**src/lkmc_pkg.sv**
```systemverilog
package lkmc_pkg;

   localparam int KEY_MAX_BYTES = 16;
   localparam int KEY_LEN_W     = $clog2(KEY_MAX_BYTES + 1);
   localparam int KEY_BITS      = 8 * KEY_MAX_BYTES;
   localparam int RSP_DEPTH     = 4;
   localparam int RSP_PTR_W     = $clog2(RSP_DEPTH);
   localparam int RSP_CNT_W     = $clog2(RSP_DEPTH + 1);

   localparam logic [7:0]           NEWLINE_BYTE = 8'd10;
   localparam logic [KEY_LEN_W-1:0] KEY_LEN_MAX  = KEY_LEN_W'(KEY_MAX_BYTES);
   localparam logic [KEY_LEN_W-1:0] KEY_LEN_RST  = KEY_LEN_W'(1);
   localparam logic [31:0]          LINE_FIRST   = 32'd1;

   typedef enum logic [1:0] {
      CSR_KEY_LOW  = 2'd0,
      CSR_KEY_HIGH = 2'd1,
      CSR_KEY_LEN  = 2'd2,
      CSR_COUNT_EN = 2'd3
   } csr_index_type;

   typedef enum logic {
      KIND_LINE = 1'b0,
      KIND_FILE = 1'b1
   } result_kind_type;

   typedef struct packed {
      logic [7:0] data_byte;
      logic       has_byte;
      logic       end_of_file;
   } req_payload_type;

   typedef struct packed {
      result_kind_type result_kind;
      logic [31:0]     line_number;
      logic [31:0]     match_count;
      logic            last_result;
   } rsp_payload_type;

   function automatic logic [31:0] sat_add32(input logic [31:0] a, input logic [31:0] b);
      logic [32:0] sum;
      sum = {1'b0, a} + {1'b0, b};
      return sum[32] ? 32'hFFFF_FFFF : sum[31:0];
   endfunction

endpackage

```
**src/line_keyword_match_counter.sv**
```systemverilog
// Counts non-overlapping, leftmost-first occurrences of a 1 to 16 byte keyword
// in each newline-delimited line of a byte stream. A line with at least one hit
// gives a result with its 1-based line number and count; an item with
// end_of_file closes any open line and, when count_enable is set, adds a
// file-total result, then line and file state return to their start values.
// One item is taken every clock while req_stall is low: the keyword compare and
// counter updates run in the cycle of the transfer, and results go into a
// four-entry result queue. An item gives zero, one or two results; req_stall
// rises while the queue has fewer than two free entries, so one item per cycle
// is sustained as long as the result side takes results as fast as they are
// made. A result is written into the queue registers with its item and appears on
// rsp_ from there, later when results queued ahead of it are still waiting. Write
// configuration only while the block is idle.
module line_keyword_match_counter (
   input  logic                      clock,
   input  logic                      reset,
   input  logic                      req_valid,
   output logic                      req_stall,
   input  lkmc_pkg::req_payload_type req_payload,
   output logic                      rsp_valid,
   input  logic                      rsp_stall,
   output lkmc_pkg::rsp_payload_type rsp_payload,
   input  logic                      csr_valid,
   output logic                      csr_ready,
   input  lkmc_pkg::csr_index_type   csr_index,
   input  logic [63:0]               csr_data
);
   import lkmc_pkg::*;

   // configuration
   logic [63:0]          key_low_ff;
   logic [63:0]          key_high_ff;
   logic [KEY_LEN_W-1:0] key_len_ff;
   logic                 count_en_ff;

   // line and file state
   logic [7:0]           recent_ff [KEY_MAX_BYTES];
   logic [7:0]           recent_in [KEY_MAX_BYTES];
   logic [KEY_LEN_W-1:0] line_bytes_ff, line_bytes_in;
   logic [KEY_LEN_W-1:0] since_match_ff, since_match_in;
   logic [31:0]          current_line_ff, current_line_in;
   logic [31:0]          line_matches_ff, line_matches_in;
   logic [31:0]          file_matches_ff, file_matches_in;
   logic                 line_open_ff, line_open_in;

   // result queue
   rsp_payload_type      rsp_mem_ff [RSP_DEPTH];
   logic [RSP_PTR_W-1:0] wr_ptr_ff, wr_ptr_in;
   logic [RSP_PTR_W-1:0] rd_ptr_ff, rd_ptr_in;
   logic [RSP_CNT_W-1:0] rsp_count_ff, rsp_count_in;

   logic                 req_fire;
   logic                 rsp_fire;
   logic [KEY_BITS-1:0]  key_all;
   logic [KEY_LEN_W-1:0] len_eff;
   logic [KEY_LEN_W-1:0] line_bytes_inc;
   logic [KEY_LEN_W-1:0] since_match_inc;
   logic [7:0]           window [KEY_MAX_BYTES];
   logic [7:0]           key_sel [KEY_MAX_BYTES];
   logic                 hit;
   logic                 is_newline;
   logic                 line_res;
   logic                 file_res;
   logic [31:0]          line_res_num;
   logic [31:0]          line_res_cnt;
   logic [31:0]          total_cnt;
   rsp_payload_type      res0;
   rsp_payload_type      res1;
   logic [1:0]           push_cnt;

   assign req_fire  = req_valid && !req_stall;
   assign rsp_fire  = rsp_valid && !rsp_stall;
   assign csr_ready = 1'b1;
   assign req_stall = rsp_count_ff > RSP_CNT_W'(RSP_DEPTH - 2);
   assign rsp_valid   = rsp_count_ff != '0;
   assign rsp_payload = rsp_mem_ff[rd_ptr_ff];

   assign key_all    = {key_high_ff, key_low_ff};
   assign len_eff    = (key_len_ff > KEY_LEN_MAX) ? KEY_LEN_MAX : key_len_ff;
   assign is_newline = req_payload.has_byte && (req_payload.data_byte == NEWLINE_BYTE);
   assign line_bytes_inc  = (line_bytes_ff < KEY_LEN_MAX) ? line_bytes_ff + 1'b1
                                                          : line_bytes_ff;
   assign since_match_inc = (since_match_ff < KEY_LEN_MAX) ? since_match_ff + 1'b1
                                                           : since_match_ff;

   // window after the new byte shifts in; position j pairs with keyword byte len-1-j
   always_comb begin
      logic [KEY_LEN_W-1:0] kidx;
      for (int j = 0; j < KEY_MAX_BYTES; j++) begin
         window[j] = (j == 0) ? req_payload.data_byte : recent_ff[(j == 0) ? 0 : j - 1];
         kidx = len_eff - KEY_LEN_W'(1) - KEY_LEN_W'(j);
         key_sel[j] = key_all[kidx[KEY_LEN_W-2:0]*8 +: 8];
      end
   end

   always_comb begin
      hit = (len_eff != '0) && (line_bytes_inc >= len_eff) && (since_match_inc >= len_eff);
      for (int j = 0; j < KEY_MAX_BYTES; j++) begin
         if ((KEY_LEN_W'(j) < len_eff) && (window[j] != key_sel[j])) begin
            hit = 1'b0;
         end
      end
   end

   always_comb begin
      recent_in       = recent_ff;
      line_bytes_in   = line_bytes_ff;
      since_match_in  = since_match_ff;
      current_line_in = current_line_ff;
      line_matches_in = line_matches_ff;
      file_matches_in = file_matches_ff;
      line_open_in    = line_open_ff;
      line_res        = 1'b0;
      line_res_num    = current_line_ff;
      line_res_cnt    = line_matches_ff;

      if (is_newline) begin
         line_res        = line_matches_ff != '0;
         file_matches_in = sat_add32(file_matches_ff, line_matches_ff);
         current_line_in = sat_add32(current_line_ff, 32'd1);
         line_bytes_in   = '0;
         since_match_in  = KEY_LEN_MAX;
         line_matches_in = '0;
         line_open_in    = 1'b0;
      end else if (req_payload.has_byte) begin
         for (int j = 0; j < KEY_MAX_BYTES; j++) begin
            recent_in[j] = window[j];
         end
         line_open_in    = 1'b1;
         line_bytes_in   = line_bytes_inc;
         since_match_in  = hit ? '0 : since_match_inc;
         line_matches_in = hit ? sat_add32(line_matches_ff, 32'd1) : line_matches_ff;
      end

      // line_matches is zero whenever no line is open, so one sum serves both cases
      total_cnt = sat_add32(file_matches_in, line_matches_in);
      file_res  = req_payload.end_of_file && count_en_ff;

      if (req_payload.end_of_file) begin
         if (line_open_in && (line_matches_in != '0)) begin
            line_res     = 1'b1;
            line_res_num = current_line_in;
            line_res_cnt = line_matches_in;
         end
         for (int j = 0; j < KEY_MAX_BYTES; j++) begin
            recent_in[j] = '0;
         end
         line_bytes_in   = '0;
         since_match_in  = KEY_LEN_MAX;
         current_line_in = LINE_FIRST;
         line_matches_in = '0;
         file_matches_in = '0;
         line_open_in    = 1'b0;
      end
   end

   always_comb begin
      rsp_payload_type file_item;
      file_item.result_kind = KIND_FILE;
      file_item.line_number = '0;
      file_item.match_count = total_cnt;
      file_item.last_result = 1'b1;

      if (line_res) begin
         res0.result_kind = KIND_LINE;
         res0.line_number = line_res_num;
         res0.match_count = line_res_cnt;
         res0.last_result = !file_res;
      end else begin
         res0 = file_item;
      end
      res1     = file_item;
      push_cnt = req_fire ? ({1'b0, line_res} + {1'b0, file_res}) : 2'd0;
   end

   assign wr_ptr_in    = wr_ptr_ff + RSP_PTR_W'(push_cnt);
   assign rd_ptr_in    = rd_ptr_ff + RSP_PTR_W'(rsp_fire);
   assign rsp_count_in = rsp_count_ff + RSP_CNT_W'(push_cnt) - RSP_CNT_W'(rsp_fire);

   always_ff @(posedge clock) begin
      if (reset) begin
         key_low_ff  <= '0;
         key_high_ff <= '0;
         key_len_ff  <= KEY_LEN_RST;
         count_en_ff <= 1'b0;
      end else if (csr_valid && csr_ready) begin
         unique case (csr_index)
            CSR_KEY_LOW:  key_low_ff  <= csr_data;
            CSR_KEY_HIGH: key_high_ff <= csr_data;
            CSR_KEY_LEN:  key_len_ff  <= csr_data[KEY_LEN_W-1:0];
            CSR_COUNT_EN: count_en_ff <= csr_data[0];
            default:      ;
         endcase
      end
   end

   always_ff @(posedge clock) begin
      if (reset) begin
         for (int j = 0; j < KEY_MAX_BYTES; j++) begin
            recent_ff[j] <= '0;
         end
         line_bytes_ff   <= '0;
         since_match_ff  <= KEY_LEN_MAX;
         current_line_ff <= LINE_FIRST;
         line_matches_ff <= '0;
         file_matches_ff <= '0;
         line_open_ff    <= 1'b0;
      end else if (req_fire) begin
         recent_ff       <= recent_in;
         line_bytes_ff   <= line_bytes_in;
         since_match_ff  <= since_match_in;
         current_line_ff <= current_line_in;
         line_matches_ff <= line_matches_in;
         file_matches_ff <= file_matches_in;
         line_open_ff    <= line_open_in;
      end
   end

   always_ff @(posedge clock) begin
      if (reset) begin
         wr_ptr_ff    <= '0;
         rd_ptr_ff    <= '0;
         rsp_count_ff <= '0;
      end else begin
         wr_ptr_ff    <= wr_ptr_in;
         rd_ptr_ff    <= rd_ptr_in;
         rsp_count_ff <= rsp_count_in;
      end
   end

   always_ff @(posedge clock) begin
      if (push_cnt != 2'd0) begin
         rsp_mem_ff[wr_ptr_ff] <= res0;
      end
      if (push_cnt == 2'd2) begin
         rsp_mem_ff[wr_ptr_ff + 1'b1] <= res1;
      end
   end

   assert property (@(posedge clock) disable iff (reset)
      rsp_count_ff <= RSP_CNT_W'(RSP_DEPTH))
      else $error("result queue overfilled");

   assert property (@(posedge clock) disable iff (reset)
      (line_matches_ff != '0) |-> line_open_ff)
      else $error("line matches counted with no open line");

   assert property (@(posedge clock) disable iff (reset)
      (line_bytes_ff <= KEY_LEN_MAX) && (since_match_ff <= KEY_LEN_MAX))
      else $error("byte counters beyond keyword window");

   assert property (@(posedge clock) disable iff (reset)
      (req_fire && req_payload.end_of_file) |=>
         (current_line_ff == LINE_FIRST) && (file_matches_ff == '0) && !line_open_ff)
      else $error("file state not restored after end of file");

   assert property (@(posedge clock) disable iff (reset)
      (req_fire && req_payload.end_of_file && count_en_ff) |=> rsp_valid)
      else $error("file total missing after end of file");

endmodule

```
**config.mk**
```make
export PLATFORM = sky130hd
export DESIGN_NAME = line_keyword_match_counter
export DESIGN_NICKNAME = d
export VERILOG_FILES = /design/src/lkmc_pkg.sv /design/src/line_keyword_match_counter.sv
export SDC_FILE = /design/constraint.sdc
export NUM_CORES = 2
export LEC_CHECK = 0
export ABC_AREA = 1
export BUFFER_PORTS_ARGS = -buffer_cell sky130_fd_sc_hd__buf_2
export CAP_MARGIN = 0
export CORE_UTILIZATION = 40
export CTS_CLUSTER_DIAMETER = 30
export DETAILED_ROUTE_END_ITERATION = 8
export PLACE_DENSITY_LB_ADDON = 0.3
export SLEW_MARGIN = 20
export SYNTH_ARGS = -nofsm -noshare
export SYNTH_HDL_FRONTEND = slang
export SYNTH_SLANG_ARGS = --single-unit
export TNS_END_PERCENT = 20
```
**constraint.sdc**
```tcl
create_clock -name clock -period 17.96 [get_ports clock]
set_clock_uncertainty 0.2 [all_clocks]
set_input_delay 0.898 -clock clock [delete_from_list [all_inputs] [get_ports clock]]
set_output_delay 0.898 -clock clock [all_outputs]
set_load 0.01 [all_outputs]
```
==> impl_metrics.json <==
{
  "outcome": "finished, final reports clean",
  "cp_slowest_cell": "clkinv_1",
  "initial_core_util": 0.405,
  "ys_warn_count": 0,
  "diodes": 0,
  "combPwrFrac": 0.241,
  "drtAntennaViolNets": 0,
  "finalSetupViolCount": 0,
  "syn-num-nets": 7188,
  "maxCapViolations": 0,
  "die_h_um": 332,
  "max_stage_delay_ps": 1000,
  "htreeDepth": 4,
  "vias_per_cell": 5.59,
  "drive_gt1_frac": 0.0892,
  "synth.top_cell.area_share": 0.232,
  "synth_area_per_cell_um2": 6.20,
  "cts_made_buffers": 163,
  "tns_ps": 0,
  "clkPwrFrac": 0.504,
  "dp_hpwl_um": 132000,
  "place_congestion": 1.03,
  "firstDrtPassIters": 7,
  "path_class": "register to register",
  "netlist_area_um2": 43500,
  "cts_buffer_depth": 3,
  "post_cts_buffers": 0,
  "die_w_um": 332,
  "wire_per_inst_um": 21.2,
  "grtUsageTotal": 0.318,
  "hold_violations": 0,
  "area_growth_pct": 15.3,
  "swShare": 0.346,
  "max_freq_ghz": 0.0699,
  "ys.flop_type": "dfxtp_1",
  "worst-path-buf-inv": 13,
  "cts_resized": 0,
  "p_leak_nw": 22.5,
  "cp_top_family": "buffers and inverters",
  "critPathMaxFanout": 48,
  "cts_root_buf": "clkbuf_16",
  "ys_seq_area_frac": 0.320,
  "dieArea_um2": 110000,
  "cts_tree": "yes",
  "final_max_slew_viol_count": 0,
  "synth_top_area_cell": "dfxtp_1",
  "place_ws_ps": 4630,
  "ys_types": 62,
  "rsz0062_at_grt": "false",
  "post_synth_inst_count": 7018,
  "ys_async_sr_fraction": 0,
  "grt_max_degree": 121,
  "seqPwrFrac": 0.255,
  "finish.utilization": 0.467,
  "coreArea_um2": 108000,
  "routed_wl_um": 181000,
  "grt_pass1_wl_um": 267000,
  "cts_hold_buf": 0,
  "num_rows": 120,
  "worst_ep_arrival_time_ps": 14750,
  "power.switching_mw": 2.10,
  "intPower_mw": 3.98,
  "yosysMostFrequentCell": "nand2_1",
  "nets": 7179,
  "post-route-drc-count": 0,
  "ys_top_cells_by_area": "dfxtp_1 (23%), nand2_1 (22%), edfxtp_1 (8.8%), nand3_1 (7.8%), inv_1 (5.3%)",
  "yosys-top-cells-count": "nand2_1 (2,570), nand3_1 (682), inv_1 (614)",
  "post-route-min-period_ps": 14310,
  "dr_total_vias": 47800,
  "ios": 150,
  "io_buffers": 148,
  "gr-total-overflow": 0,
  "drtIter0Drc": 6097,
  "period_share": 0.797,
  "cp.required_ps": 18400,
  "worst_pin_slew_ps": 1090,
  "clk_latency_ps": 780,
  "p_per_area_nw_per_um2": 121,
  "slew_headroom": 0.267,
  "hold_path_class": "input pin to register",
  "vdd_drop_max_mv": 0.0914,
  "start_kind": "register",
  "path_common_cell": "nand2_1",
  "crit_path_end_kind": "register",
  "antenna_found_initial": 7,
  "cts.clk_slew.worst_paths_ps": 50,
  "grt_pass1_vias": 41800,
  "synth-edff-count": 128,
  "ys_ff_latch": 632,
  "worst_slack_ps": 3650,
  "cts.sinks": 632
}
stage by stage:
stage | power, mW | cells | hold WS (ps) | area, um^2
floorplan | 2.50 | 7018 | 223 | 43500
global placement | 2.98 | 8247 | 233 | 44400
detailed placement | 2.99 | 8247 | 242 | 44400
CTS | 6.06 | 8546 | 129 | 50200
global route | 6.30 | 8546 | 154 | 50200
finish | 6.08 | 8546 | 164 | 50200
worst reg2reg max path: cells and delay by family, from the launching register on:
| family | cells | cell delay, ps |
|---|---|---|
| AOI/OAI and AO/OA | 2 | 190 |
| adders and majority gates | 3 | 1140 |
| buffers and inverters | 13 | 6230 |
| DFF | 1 | 490 |
| and+or+nand+nor | 35 | 5940 |
final timing paths:
kind / from / end / slack (ps) / depth (start not counted)
min: csr_data[56] / key_low_ff[56] / 160 / 3
min reg2reg: rsp_mem_ff[1][42] / rsp_mem_ff[1][42] / 250 / 2
max: key_len_ff[4] / rsp_mem_ff[2][52] / 3650 / 53
max reg2reg: key_len_ff[4] / rsp_mem_ff[2][52] / 3650 / 53
flip-flops by register name, indices dropped and copies added, names as in the netlist:
name,flops
wr_ptr_ff,2
line_open_ff,1
rsp_mem_ff,264
line_bytes_ff,5
since_match_ff,5
current_line_ff,32
key_len_ff,5
rsp_count_ff,3
recent_ff,120
rd_ptr_ff,2
key_high_ff,64
line_matches_ff,32
count_en_ff,1
key_low_ff,64
file_matches_ff,32
power groups by stage:
stage | combinational (mW) | sequential (mW) | clock [mW]
floorplan | 0.964 | 1.54 | 0
global placement | 1.41 | 1.57 | 0
detailed placement | 1.42 | 1.57 | 0
CTS | 1.42 | 1.55 | 3.09
global route | 1.58 | 1.55 | 3.17
finish | 1.47 | 1.55 | 3.06
cell type report:
class	count	area, um^2
fillers	11100	57300
multi-input cells	5376	25100
flip-flops and latches	632	13900
clock buffers	215	4640
inverters	635	2390
well taps	1403	1760
clock inverters	84	1200
repair buffers	201	1150
per-layer routing:
metal / GRT usage / vias up / share of wire
li1: - / 22800 / -
met1: 0.479 / 22100 / 0.46
met2: 0.421 / 2560 / 0.38
met3: 0.105 / 284 / 0.13
met4: 0.0904 / 4 / 0.024
met5: 0 / - / 0.00012
placed cells by master (no fill, tap or decap), types with 147 or more instances in the layout:
master,instances
nand2_1,2569
nand3_1,681
inv_1,605
nor2_1,545
dfxtp_1,502
o21ai_0,418
a21oi_1,353
o22ai_1,187
clkbuf_16,167
buf_2,147
kinds of logic after synthesis:
kind of cell,synth area share
buffers and inverters,0.105
adder cells (fa/ha/maj),0.0261
XOR/XNOR,0.0167
AND/OR/NAND/NOR,0.389
other,0.0000861
AO/OA/AOI/OAI,0.143
flip-flops,0.320
Power figures use the tool's default switching activity.
